### config.mk
export PLATFORM = sky130hd
export DESIGN_NAME = reliable_datagram_sequence_filter
export DESIGN_NICKNAME = d
export VERILOG_FILES = /design/src/hdl/rdsf_pkg.sv /design/src/hdl/rdsf_peer_table.sv /design/src/hdl/rdsf_seq_mem.sv /design/src/hdl/rdsf_rx_rules.sv /design/src/hdl/reliable_datagram_sequence_filter.sv
export SDC_FILE = /design/constraint.sdc
export NUM_CORES = 1
export LEC_CHECK = 0
export BUFFER_PORTS_ARGS = -buffer_cell sky130_fd_sc_hd__buf_2
export CORE_MARGIN = 1
export CORE_UTILIZATION = 62
export DETAILED_ROUTE_END_ITERATION = 8
export PLACE_DENSITY = 0.76
export SYNTH_ARGS = -nofsm -noshare
export SYNTH_HDL_FRONTEND = slang
export SYNTH_SLANG_ARGS = --single-unit
### constraint.sdc
create_clock -name clock -period 18 [get_ports clock]
set_input_delay 5.4 -clock clock [delete_from_list [all_inputs] [get_ports clock]]
set_output_delay 5.4 -clock clock [all_outputs]
set_load 0.005 [all_outputs]
### src/hdl/rdsf_pkg.sv
package rdsf_pkg;

   localparam int SLOT_MAX    = 4;
   localparam int PEERS_DEF   = 4;
   localparam int SLOT_W      = 2;
   localparam int CSR_INDEX_W = 3;
   localparam int SEQ_W       = 32;
   localparam int ID_W        = 32;
   localparam int KIND_W      = 8;

   localparam logic [ID_W-1:0]   UNUSED_ID = 32'hffff_ffff;
   localparam logic [KIND_W-1:0] KIND_ACK  = 8'd0;

   typedef enum logic [1:0] {
      VERDICT_DELIVER   = 2'd0,
      VERDICT_DISCARD   = 2'd1,
      VERDICT_UNKNOWN   = 2'd2,
      VERDICT_NOT_READY = 2'd3
   } verdict_type;

   typedef struct packed {
      logic [SEQ_W-1:0] seq_any;
      logic [SEQ_W-1:0] seq_reliable;
      logic [SEQ_W-1:0] acked_reliable;
   } entry_type;

   typedef struct packed {
      logic              found;
      logic              unused;
      logic [SLOT_W-1:0] slot;
   } match_type;

   typedef struct packed {
      logic              is_ack;
      logic              is_reliable;
      logic [SEQ_W-1:0]  seq_any;
      logic [SEQ_W-1:0]  seq_reliable;
   } hdr_type;

   typedef struct packed {
      verdict_type       verdict;
      logic              ack_needed;
      logic [SEQ_W-1:0]  ack_number;
      logic [SLOT_W-1:0] peer_slot;
   } result_type;

endpackage

### src/hdl/rdsf_peer_table.sv
module rdsf_peer_table #(
   parameter int PEERS = rdsf_pkg::PEERS_DEF
) (
   input  logic                              clock,
   input  logic                              reset,
   input  logic                              csr_write_en,
   input  logic [rdsf_pkg::CSR_INDEX_W-1:0]  csr_index,
   input  logic [rdsf_pkg::ID_W-1:0]         csr_write_data,
   input  logic [rdsf_pkg::ID_W-1:0]         sender_id,
   output rdsf_pkg::match_type               match
);
   import rdsf_pkg::*;

   logic [ID_W-1:0] peer_id_ff [SLOT_MAX];

   always_ff @(posedge clock) begin
      if (reset) begin
         for (int s = 0; s < SLOT_MAX; s++) begin
            peer_id_ff[s] <= UNUSED_ID;
         end
      end else if (csr_write_en && (csr_index < CSR_INDEX_W'(SLOT_MAX))) begin
         peer_id_ff[csr_index[SLOT_W-1:0]] <= csr_write_data;
      end
   end

   // lowest matching slot wins
   always_comb begin
      match.found  = 1'b0;
      match.slot   = '0;
      for (int s = PEERS - 1; s >= 0; s--) begin
         if (peer_id_ff[s] == sender_id) begin
            match.found = 1'b1;
            match.slot  = SLOT_W'(s);
         end
      end
      match.unused = (sender_id == UNUSED_ID);
   end

endmodule

### src/hdl/rdsf_seq_mem.sv
module rdsf_seq_mem #(
   parameter int PEERS = rdsf_pkg::PEERS_DEF,
   parameter int AW    = (PEERS > 1) ? $clog2(PEERS) : 1
) (
   input  logic                 clock,
   input  logic                 reset,
   input  logic                 rd_en,
   input  logic [AW-1:0]        rd_addr,
   input  logic                 wr_en,
   input  logic [AW-1:0]        wr_addr,
   input  rdsf_pkg::entry_type  wr_data,
   input  logic                 clr_en,
   input  logic [AW-1:0]        clr_addr,
   output rdsf_pkg::entry_type  rd_entry
);
   import rdsf_pkg::*;

   entry_type        mem [PEERS];
   entry_type        rdata_ff;
   entry_type        fwd_data_ff;
   logic             fwd_ff;
   logic             rd_vld_ff;
   logic [PEERS-1:0] vld_ff;

   always_ff @(posedge clock) begin
      if (wr_en) begin
         mem[wr_addr] <= wr_data;
      end
      if (rd_en) begin
         rdata_ff    <= mem[rd_addr];
         fwd_data_ff <= wr_data;
      end
   end

   // valid bits stand in for a clear of the entry
   always_ff @(posedge clock) begin
      if (reset) begin
         vld_ff    <= '0;
         fwd_ff    <= 1'b0;
         rd_vld_ff <= 1'b0;
      end else begin
         if (clr_en) begin
            vld_ff[clr_addr] <= 1'b0;
         end else if (wr_en) begin
            vld_ff[wr_addr] <= 1'b1;
         end
         if (rd_en) begin
            fwd_ff    <= wr_en && (wr_addr == rd_addr);
            rd_vld_ff <= vld_ff[rd_addr];
         end
      end
   end

   always_comb begin
      if (fwd_ff) begin
         rd_entry = fwd_data_ff;
      end else if (rd_vld_ff) begin
         rd_entry = rdata_ff;
      end else begin
         rd_entry = '0;
      end
   end

   a_clear_drops_valid: assert property (@(posedge clock) disable iff (reset)
      clr_en |=> !vld_ff[$past(clr_addr)])
      else $error("cleared entry still valid");

   a_write_sets_valid: assert property (@(posedge clock) disable iff (reset)
      (wr_en && !clr_en) |=> vld_ff[$past(wr_addr)])
      else $error("written entry not valid");

   a_fwd_needs_write: assert property (@(posedge clock) disable iff (reset)
      (rd_en && !wr_en) |=> !fwd_ff)
      else $error("forward without a write");

endmodule

### src/hdl/rdsf_rx_rules.sv
module rdsf_rx_rules (
   input  rdsf_pkg::hdr_type     hdr,
   input  rdsf_pkg::match_type   match,
   input  rdsf_pkg::entry_type   entry,
   output rdsf_pkg::result_type  result,
   output logic                  wr_en,
   output rdsf_pkg::entry_type   wr_data
);
   import rdsf_pkg::*;

   logic [SEQ_W-1:0] next_any;
   logic [SEQ_W-1:0] next_rel;
   logic [SEQ_W-1:0] next_ack;
   logic             ack_adv;
   logic             ack;
   verdict_type      verdict;

   assign next_any = entry.seq_any + SEQ_W'(1);
   assign next_rel = entry.seq_reliable + SEQ_W'(1);
   assign next_ack = entry.acked_reliable + SEQ_W'(1);

   always_comb begin
      ack     = 1'b0;
      ack_adv = 1'b0;
      verdict = VERDICT_DISCARD;
      priority if (!match.found) begin
         verdict = VERDICT_UNKNOWN;
      end else if (match.unused) begin
         verdict = VERDICT_NOT_READY;
      end else if (hdr.is_ack) begin
         ack_adv = (hdr.seq_reliable == next_ack);
      end else if (hdr.is_reliable) begin
         if (hdr.seq_reliable == next_rel) begin
            ack     = 1'b1;
            verdict = VERDICT_DELIVER;
         end else if (hdr.seq_reliable <= entry.seq_reliable) begin
            ack = 1'b1;
         end
      end else begin
         if ((hdr.seq_any >= next_any) &&
             (hdr.seq_reliable == entry.seq_reliable)) begin
            verdict = VERDICT_DELIVER;
         end
      end
   end

   always_comb begin
      wr_data = entry;
      if (ack_adv) begin
         wr_data.acked_reliable = hdr.seq_reliable;
      end
      if (verdict == VERDICT_DELIVER) begin
         wr_data.seq_any      = hdr.seq_any;
         wr_data.seq_reliable = hdr.seq_reliable;
      end
   end

   assign wr_en             = ack_adv || (verdict == VERDICT_DELIVER);
   assign result.verdict    = verdict;
   assign result.ack_needed = ack;
   assign result.ack_number = ack ? hdr.seq_reliable : '0;
   assign result.peer_slot  = match.found ? match.slot : '0;

endmodule

### src/hdl/reliable_datagram_sequence_filter.sv
// channel    | direction | transfer when          | payload
// req_       | in        | req_valid & !req_stall | sender_id, packet_kind, is_reliable, seq_any,
//            |           |                        | seq_reliable
// rsp_       | out       | rsp_valid & !rsp_stall | verdict, ack_needed, ack_number, peer_slot
// csr_       | in        | csr_write_en           | csr_index, csr_write_data (peer ids)
//
// one header per cycle sustained unless a stalled rsp fills both stages; rsp_valid rises as
// stage one passes its header to the result register; stage one: peer id compare and read of the
// slot's state memory, stage two: receive rules, write back of the entry and the result register
// reset clears the peer ids to unused and the state through per-slot valid bits
// a stalled rsp holds the result stage; req_stall rises only while both stages are full
module reliable_datagram_sequence_filter #(
   parameter int PEERS = rdsf_pkg::PEERS_DEF
) (
   input  logic                              clock,
   input  logic                              reset,
   input  logic                              req_valid,
   output logic                              req_stall,
   input  logic [rdsf_pkg::ID_W-1:0]         req_sender_id,
   input  logic [rdsf_pkg::KIND_W-1:0]       req_packet_kind,
   input  logic                              req_is_reliable,
   input  logic [rdsf_pkg::SEQ_W-1:0]        req_seq_any,
   input  logic [rdsf_pkg::SEQ_W-1:0]        req_seq_reliable,
   output logic                              rsp_valid,
   input  logic                              rsp_stall,
   output logic [1:0]                        rsp_verdict,
   output logic                              rsp_ack_needed,
   output logic [rdsf_pkg::SEQ_W-1:0]        rsp_ack_number,
   output logic [rdsf_pkg::SLOT_W-1:0]       rsp_peer_slot,
   input  logic                              csr_write_en,
   input  logic [rdsf_pkg::CSR_INDEX_W-1:0]  csr_index,
   input  logic [rdsf_pkg::ID_W-1:0]         csr_write_data
);
   import rdsf_pkg::*;

   localparam int AW = (PEERS > 1) ? $clog2(PEERS) : 1;

   match_type  match_c;
   match_type  s1_match_ff;
   hdr_type    s1_hdr_ff;
   logic       s1_valid_ff;
   logic       s1_valid_in;
   logic       s1_adv;
   logic       req_xfer;
   entry_type  entry;
   entry_type  wr_data;
   logic       rule_wr;
   logic       mem_wr;
   logic       clr_en;
   result_type result_c;
   result_type rsp_ff;
   logic       rsp_valid_ff;
   logic       rsp_valid_in;

   // peer id registers and the parallel compare
   rdsf_peer_table #(.PEERS(PEERS)) u_peer_table (
      .clock          (clock),
      .reset          (reset),
      .csr_write_en   (csr_write_en),
      .csr_index      (csr_index),
      .csr_write_data (csr_write_data),
      .sender_id      (req_sender_id),
      .match          (match_c)
   );

   // the rule stage moves on when the result register is free or being emptied
   assign s1_adv    = s1_valid_ff && (!rsp_valid_ff || !rsp_stall);
   assign req_stall = s1_valid_ff && !s1_adv;
   assign req_xfer  = req_valid && !req_stall;

   // only a peer that is bound and in range ever touches its entry
   assign mem_wr = s1_adv && rule_wr;
   assign clr_en = csr_write_en && (csr_index < CSR_INDEX_W'(PEERS));

   // per-slot sequence state; same-slot back-to-back items are forwarded inside
   rdsf_seq_mem #(.PEERS(PEERS), .AW(AW)) u_seq_mem (
      .clock    (clock),
      .reset    (reset),
      .rd_en    (req_xfer),
      .rd_addr  (match_c.slot[AW-1:0]),
      .wr_en    (mem_wr),
      .wr_addr  (s1_match_ff.slot[AW-1:0]),
      .wr_data  (wr_data),
      .clr_en   (clr_en),
      .clr_addr (csr_index[AW-1:0]),
      .rd_entry (entry)
   );

   rdsf_rx_rules u_rx_rules (
      .hdr     (s1_hdr_ff),
      .match   (s1_match_ff),
      .entry   (entry),
      .result  (result_c),
      .wr_en   (rule_wr),
      .wr_data (wr_data)
   );

   always_comb begin
      s1_valid_in = s1_valid_ff;
      if (req_xfer) begin
         s1_valid_in = 1'b1;
      end else if (s1_adv) begin
         s1_valid_in = 1'b0;
      end
   end

   always_comb begin
      rsp_valid_in = rsp_valid_ff;
      if (s1_adv) begin
         rsp_valid_in = 1'b1;
      end else if (!rsp_stall) begin
         rsp_valid_in = 1'b0;
      end
   end

   always_ff @(posedge clock) begin
      if (reset) begin
         s1_valid_ff  <= 1'b0;
         rsp_valid_ff <= 1'b0;
      end else begin
         s1_valid_ff  <= s1_valid_in;
         rsp_valid_ff <= rsp_valid_in;
      end
   end

   // header and match ride along with the memory read
   always_ff @(posedge clock) begin
      if (req_xfer) begin
         s1_match_ff            <= match_c;
         s1_hdr_ff.is_ack       <= (req_packet_kind == KIND_ACK);
         s1_hdr_ff.is_reliable  <= req_is_reliable;
         s1_hdr_ff.seq_any      <= req_seq_any;
         s1_hdr_ff.seq_reliable <= req_seq_reliable;
      end
      if (s1_adv) begin
         rsp_ff <= result_c;
      end
   end

   assign rsp_valid      = rsp_valid_ff;
   assign rsp_verdict    = rsp_ff.verdict;
   assign rsp_ack_needed = rsp_ff.ack_needed;
   assign rsp_ack_number = rsp_ff.ack_number;
   assign rsp_peer_slot  = rsp_ff.peer_slot;

   a_stall_only_when_full: assert property (@(posedge clock) disable iff (reset)
      req_stall |-> (s1_valid_ff && rsp_valid_ff && rsp_stall))
      else $error("input stalled with room in the pipe");

   a_unknown_clean: assert property (@(posedge clock) disable iff (reset)
      (rsp_valid && (rsp_verdict == VERDICT_UNKNOWN)) |->
         (!rsp_ack_needed && (rsp_peer_slot == '0)))
      else $error("unknown peer result carries slot or ack");

   a_no_ack_zero: assert property (@(posedge clock) disable iff (reset)
      (rsp_valid && !rsp_ack_needed) |-> (rsp_ack_number == '0))
      else $error("ack number set without ack request");

   a_no_write_unbound: assert property (@(posedge clock) disable iff (reset)
      (mem_wr) |-> (s1_match_ff.found && !s1_match_ff.unused))
      else $error("state written for an unbound peer");

endmodule

======== Word level (Yosys, flattened, before mapping) ========
Memory sizes are Yosys's and may differ from the RTL's. A register that Yosys moved wholly into a read port is not among the register bits.
Index checks and enable logic that the tools add are counted.
operators by class
  add/sub/neg operators ................... 3
  magnitude comparators ................... 8
  equality and inequality tests ........... 10
  mux-type cells .......................... 46
  bitwise logic cells ..................... 3
  reduce and logical (&&, ||, !) cells .... 21
operator list
  kind                                                               number
  == test 32 bit                                                     7
  2-to-1 mux 96 bit                                                  2
  adder 32 x 1 -> 32 bit, second input constant                      3
  2-to-1 mux 32 bit                                                  2
  2-to-1 mux 64 bit                                                  1
  == test 32 bit, second input constant                              1
  greater-or-equal comparator 32 bit                                 1
  less-or-equal comparator 32 bit                                    1
  OR reduction 32 bit                                                1
  2-to-1 mux 1 bit                                                   27
  2-to-1 mux 2 bit                                                   9
  logical AND 1 bit                                                  9
  < comparator 2 x 3 -> 1 bit, second input constant                 3
  logical NOT 8 bit                                                  1
  2-to-1 mux 4 bit                                                   2
  bitwise AND 4 bit                                                  1
  demux 1 bit (select 2 bit)                                         2
  greater-or-equal comparator 2 x 1 -> 1 bit, second input constant  2
  logical NOT 1 bit                                                  4
  inverter 4 bit                                                     1
  OR 4 bit                                                           1
  nonzero test 2 bit                                                 2
  < comparator 3 bit, second input constant                          1
  OR reduction 3 bit                                                 1
  other kinds (5)                                                    6
word-level totals
  register bits after elaboration ......... 211
  memory bits (writable) .................. 512
  input bits .............................. 145
  logic and storage cells ................. 112
  memories kept ........................... 2
memories
  memory                   depth  width  rd ports  clocked after Yosys merged registers in  wr ports  RTL line               source
  u_seq_mem.mem            4      96     1         1                                        1         rdsf_seq_mem.sv:18     entry_type mem [PEERS];
  u_peer_table.peer_id_ff  4      32     4         0                                        4         rdsf_peer_table.sv:14  logic [ID_W-1:0] peer_id_ff [SLOT_MAX];

======== Depth between registers and ports, before layout ========
Gate-level depths: netlist of run 1.
  depth after elaboration ................. 15
  depth in mapped cells ................... 31
  mapped depth without buffers ............ 21

======== Hierarchy ========
A second synthesis of run 1 with hierarchy kept.
second synthesis, totals
  cells, all modules ...................... 2744
  area, all modules ....................... 39097.5 um^2
by module, submodules not included
  module                             times used  cells each  area an instance (um^2)
  rdsf_seq_mem                       1           851         20915.1
  rdsf_rx_rules                      1           1273        8296.7
  rdsf_peer_table                    1           498         6563.8
  reliable_datagram_sequence_filter  1           122         3321.9

======== Least setup slack after synthesis of run 1 ========
OpenSTA, ideal clock, no wires.
  kind .................................... input -> register
  start point ............................. in rsp_stall
  end point ............................... mem u_seq_mem.mem[1][0] (netlist name) (enable)
  data arrival time ....................... 15885 ps
  data required time ...................... 17312 ps
  path slack .............................. 1427 ps
  stages .................................. 3
  path through ............................ a21boi_0 o21ai_2 nor3b_1
between the ends
  longest elaborated chain between the ends .. 6
RTL lines
  what                                    RTL line                                 source
  from (decl)                             reliable_datagram_sequence_filter.sv:25  input logic rsp_stall,
  logical NOT 1 bit                       --
  logical OR 1 bit                        reliable_datagram_sequence_filter.sv:67  assign s1_adv = s1_valid_ff && (!rsp_valid_ff || !rsp_stall);
  logical AND 1 bit                       reliable_datagram_sequence_filter.sv:67
  logical AND 1 bit                       reliable_datagram_sequence_filter.sv:72  assign mem_wr = s1_adv && rule_wr;
  2-to-1 mux 1 bit                        rdsf_seq_mem.sv:26                       if (wr_en) begin
  2-to-1 mux 1 bit (not written as such)  rdsf_seq_mem.sv:27                       mem[wr_addr] <= wr_data;
  to (decl)                               rdsf_seq_mem.sv:18
No other way between the ends.

======== Final worst setup path of run 1 ========
  start point ............................. in rsp_stall
  end point ............................... out req_stall
between the ends
  longest elaborated chain between the ends .. 5
RTL lines
  what               RTL line                                 source
  logical NOT 1 bit  --
  logical OR 1 bit   reliable_datagram_sequence_filter.sv:67
  logical AND 1 bit  reliable_datagram_sequence_filter.sv:67
  logical NOT 1 bit  reliable_datagram_sequence_filter.sv:68  assign req_stall = s1_valid_ff && !s1_adv;
  logical AND 1 bit  reliable_datagram_sequence_filter.sv:68
  to (decl)          reliable_datagram_sequence_filter.sv:18  output logic req_stall,
No other way between the ends.

==> metrics, run 1 <==
crit-path most repeated cell=buf_2; vias in the first global route=23851; status=finished clean; Root Buffer=clkbuf_16; post-CTS setup buffers=0; average wire per standard cell=23.6 µm; Final Max Tran Viols=0; largest family of logic cells by synthesized area=simple AND/OR/NAND/NOR gates; Fillers=4045; chip height=250 µm; H-tree depth=3; required time worst endpoint=12.60 ns; CP Class=input port to output pin; Initial DRT Pass Iterations=6; CP Capture Type=output pin; initial antenna violation count=1; Die Area=62300 µm²; # setup viols final=0; 1st-iter DRT viols=2590; Async SR Flop Fraction=0%; DP Worst Slack=6.78 ns; Worst-Skew Late Latency=0.63 ns; CP Launch Type=input port; FP Rows=90; Routed Antenna Nets=0; share of cells above drive strength 1=13.8%; Post-Synth Simple-Gate Area=11.8%; Top Usage Layer GRT=met2; setup TNS=0 ns; Main synth FF type=edfxtp_1; CP peak stage delay=0.13 ns; Post-synth EDFFs=811; Worst-path clk slew=0.06 ns; DPL Wire Length=56.9 mm; top-count cell post-synth=edfxtp_1; first-pass GRT wire length=138 mm; Tcrit/Tclk final=62.4%; # Max-Cap Violations=0; P&R area growth vs syn=10.8%; PwrDens=95.0 nW/µm²; met1 usage=40.3%; Final min period=11.23 ns; cts bufs inserted=83; post-synth top area share=64.1%; Die X=250 µm; hold_buf cts=0; sequential area share after synthesis=64.5%; static leakage=0.0145 µW; relative slew slack=27.8%; flops & latches, synth=819; total chip power=4000 µW; RSZ-0062 raised after global routing=false; worst vdd rail ir drop=0.0958 mV; Yosys cell types=89; Residual DRC=0; drt total wl=90.4 mm; Ports=184; Mapped Nets=3062; CTS tree=done; routed vias/inst=6.34; post-synthesis mux area share=3.72%; endpoints failing hold=0; area share of fa/ha/maj cells after synthesis=2.21%; gr usage total=29.2%; clk sink count=819; YS warnings=0; core area=60500 µm²; PostCTS Resize Cnt=0; clk_skew=0.0223 ns; gr ovfl total=0; multi-input logic area=12500 µm²; crit-path cells=buf_2, nand3_1, inv_1, buf_2; Max Buffers Root-to-Sink=3; Cells after Synth=2850; largest area contributor in the netlist=edfxtp_1; Initial Util=62.8%; vias=24286; pin count of the biggest net entering global routing=197; synth cell count leaders=edfxtp_1 (811), nand2_1 (202), a21oi_1 (173); CP max FO=3; area fraction in compound gates after synthesis=9.37%; worst setup margin=6.77 ns; NumNets Final=3195; slew of the pin with the lowest slew margin=1.08 ns; xor and xnor fraction of the mapped netlist area=5.62%; Mapped Avg Cell Area=13.3 µm²; HP Class=flip-flop to flip-flop; Final Util=69.7%; RePlAce Congestion=0.918; Max Fclk=89.1 MHz; largest cells by area after synthesis=edfxtp_1 (64%), xor2_1 (3.0%), mux2i_1 (3.0%), xnor2_1 (2.3%), a21oi_1 (2.3%); CP max-delay cell=buf_2; FF+latch area=24500 µm²; PortBufs=183; WP data arrival=5.83 ns; met3 Track Usage GR=4.59%; grt met2 use=47.1%; Synth Cell Area=38000 µm²
layout by cell type, fill, tap and decap left out, types with 12 or more instances in the layout:
cell type	count
a21o_1	24
ha_1	67
nor4_1	32
a21oi_1	173
and2_1	45
nor2_1	135
nor3_1	16
a21oi_2	12
or3_1	12
a22o_1	15
o21ai_0	35
nor2b_1	108
nand2b_1	14
and3b_1	12
nand2_1	202
buf_4	32
mux2i_1	113
xnor2_1	99
a22oi_1	43
a211oi_1	104
a31oi_1	35
nand3_1	67
nand4b_1	32
clkinv_1	15
inv_1	68
mux2_1	20
nand3b_1	16
xor2_1	132
buf_2	183
clkbuf_1	23
edfxtp_1	811
nand4_1	49
clkbuf_16	86
or2_2	27
kinds of logic (layout without fill, tap and decap cells):
kind of cell               count (synthesis)  after routing
AOI/OAI and AO/OA                        526            526
buffers and inverters                    238            437
DFF                                      819            819
xor gates and xnor gates                 236            236
muxes                                    138            138
other                                      0              1
and+or+nand+nor                          826            826
adders and majority gates                 67             67
path summary, 6_finish.rpt:
path                          end  slack, ns                start  depth (start not counted)
min reg2reg   u_seq_mem.vld_ff[3]       0.47  u_seq_mem.vld_ff[3]                          2
max                     req_stall       6.77            rsp_stall                          4
min           u_seq_mem.vld_ff[3]       0.47  u_seq_mem.vld_ff[3]                          2
max reg2reg  u_seq_mem.mem[1][49]       9.69  u_seq_mem.rd_vld_ff                         20
stage by stage:
step                      std cells  hold WS, ns  instance area, µm²
after global placement         3680        0.445               39500
after detailed placement       3680        0.459               39500
after floorplan                2850        0.426               38000
after CTS                      3831        0.471               42100
after global routing           3831        0.491               42100
final                          3832        0.473               42100
per-layer routing:
metal  vias to the layer above  wire length [µm]
met1                     12082             37600
met3                       187              6740
met5                         -                 0
met4                         0              3280
met2                      1018             42800
li1                      10999                 -
flip-flops by register name, indices dropped and copies added (netlist names):
signal	cells
s1_hdr_ff	66
rsp_ack_number	32
rsp_ack_needed	1
s1_match_ff	4
rsp_peer_slot	2
rsp_valid	1
u_seq_mem.vld_ff	4
u_peer_table.peer_id_ff	128
u_seq_mem.fwd_data_ff	96
u_seq_mem.fwd_ff	1
u_seq_mem.mem	384
u_seq_mem.rd_vld_ff	1
u_seq_mem.rdata_ff	96
rsp_verdict	2
s1_valid_ff	1
final cells by class:
| cell class | count | share of cell area (%) |
|---|---|---|
| well taps | 782 | 2.32 |
| clock inverters | 41 | 0.948 |
| clock buffers | 110 | 5.35 |
| repair buffers | 217 | 2.84 |
| inverters | 69 | 0.633 |
| diodes | 1 | 0.00594 |
| flip-flops and latches | 819 | 58.2 |
| multi-input cells | 1793 | 29.7 |
report_power, final:
part | switching (µW) | internal (µW) | total, µW
sequential | 36.9 | 2130 | 2170
combinational | 91.1 | 55.6 | 147
clock | 717 | 971 | 1690
total | 845 | 3160 | 4000
critical path: cells and delay by family:
family,cells,cell delay (ns)
buffers and inverters,3,0.30
and+or+nand+nor,1,0.12
No activity file was read; power rests on OpenSTA's default activity.
==> run 2, diff against run 1 <==
Settings changed: CORE_UTILIZATION 62 to 56, PLACE_DENSITY 0.76 to 0.73.
Clock period 18 ns to 9.73 ns, I/O delays scaled along.
==> run 2 against run 1 <==
Non-clock buffer count unchanged. Sequential power up 85%. Total power up 84%. Highest routed layer unchanged. Setup slack worse by 5.0 ns. Sequential cell count unchanged. Critical endpoint is now u_seq_mem.mem[2][11]. Sequential share of layout area down 0.18 points.
==> metrics, run 2 (synthesis gave the netlist of run 1 again) <==
P&R area growth vs syn=11.2%; Final Util=62.9%; Final Max Tran Viols=0; Top Registers=u_seq_mem.mem: 384 flops, u_peer_table.peer_id_ff: 128 flops; Finished Layout Cells=3924; Routed Antenna Nets=0; PwrDens=174 nW/µm²; post-CTS setup buffers=0; first-pass GRT wire length=139 mm; Tcrit/Tclk final=82.1%; Root Buffer=clkbuf_16; core area=67200 µm²; initial antenna violation count=0; Max Buffers Root-to-Sink=3; drt total wl=90.9 mm; # Max-Cap Violations=0; hold slack final=0.475 ns; # setup viols final=0; chip height=263 µm; most common cell after layout, fill and taps aside=edfxtp_1; routed vias/inst=6.13; clk_skew=0.0218 ns; status=finished clean; Residual DRC=0; 1st-iter DRT viols=2561; # diodes=0; Worst-path clk slew=0.06 ns; required time worst endpoint=9.98 ns; PortBufs=183; H-tree depth=3; Die Area=68900 µm²; most frequent cells in the layout=edfxtp_1 (811), nand2_1 (202), buf_2 (183), a21oi_1 (173), nor2_1 (135); WP data arrival=8.24 ns; share of cells above drive strength 1=13.8%; Initial DRT Pass Iterations=9; worst vdd rail ir drop=0.126 mV; CP Launch Type=flip-flop; PostCTS Resize Cnt=0; vias in the first global route=23675; Final min period=7.99 ns; pin count of the biggest net entering global routing=189; RSZ-0062 raised after global routing=false; Largest register FFs=384; # placed instances=3771; HP Class=flip-flop to flip-flop; gr ovfl total=0; gr usage total=26.2%; CP max FO=54; hold_buf cts=0; Initial Util=56.6%; DPL Wire Length=58.6 mm; Die X=263 µm; relative slew slack=24.6%; Worst-Skew Late Latency=0.63 ns; Max Fclk=125 MHz; Reg with most FFs=u_seq_mem.mem; clk sink count=819; CTS tree=done; Ports=184; static leakage=0.0145 µW; endpoints failing hold=0; slew of the pin with the lowest slew margin=1.13 ns; cts bufs inserted=84; NumNets Final=3196; RePlAce Congestion=0.952; average wire per standard cell=23.2 µm; CP Capture Type=flip-flop; FP Rows=95; vias=24056; CP Class=flip-flop to flip-flop
-- run 2: cell types whose count changed in the layout (fill, tap and decap cells not counted), sizes merged --
cell / change
inv: +1
bufinv: -2
clkinv: +3
clkbuf: +2
clkinvlp: -2
diode: -1
-- run 2: worst paths after layout --
check                      start                   end  slack (ns)  cells past startpoint
max          u_seq_mem.rd_vld_ff  u_seq_mem.mem[2][11]        1.74                     22
min reg2reg  u_seq_mem.vld_ff[1]   u_seq_mem.vld_ff[1]        0.48                      2
max reg2reg  u_seq_mem.rd_vld_ff  u_seq_mem.mem[2][11]        1.74                     22
min          u_seq_mem.vld_ff[1]   u_seq_mem.vld_ff[1]        0.48                      2
-- run 2: power breakdown --
part           leakage, µW  switching, µW  internal (µW)
Sequential         0.00824           71.7           3950
Combinational      0.00504            169            103
Clock              0.00127           1310           1750
-- run 2: layout make-up --
cell class / instances / area, µm²
clock buffer: 112 / 2270
tap: 873 / 1090
clock inverter: 41 / 334
multi-input combinational: 1793 / 12500
fill: 4922 / 24900
inverter: 69 / 267
sequential: 819 / 24500
timing repair buffer: 217 / 1250
-- run 2: critical path, cell delays in order (launching register included) --
cell	delay [ns]
dfxtp_4	0.81
nor2b_4	0.28
buf_4	0.42
a22oi_1	0.24
a21oi_1	0.19
nand3_1	0.13
or3_1	0.48
or2_1	0.31
or3_1	0.44
nor3_1	0.57
nand2_1	0.13
xor2_1	0.17
ha_1	0.32
nand4_1	0.12
nor2_1	0.12
nand4_1	0.14
or3_1	0.33
o21ba_2	0.20
buf_4	0.32
nand2_2	0.15
o21ai_2	0.23
nor2_4	0.83
buf_4	0.59
-- run 2: routing by layer --
layer	vias to the layer above	wire [µm]	GRT usage, %
li1	11001	-	-
met5	-	0	0
met1	11963	38600	36.2
met2	916	43700	42.8
met3	176	5890	3.25
met4	0	2770	9.48
-- run 2: stage by stage --
step / TNS, ns / cell area (µm²) / power [µW] / worst slack, ns
final: 0 / 42300 / 7350 / 1.74
after global routing: 0 / 42300 / 7560 / 1.28
after CTS: 0 / 42300 / 7390 / 1.75
after detailed placement: 0 / 39700 / 4360 / 1.80
after global placement: 0 / 39700 / 4350 / 1.95
after floorplan: -460.20 / 38000 / 4230 / -1.39
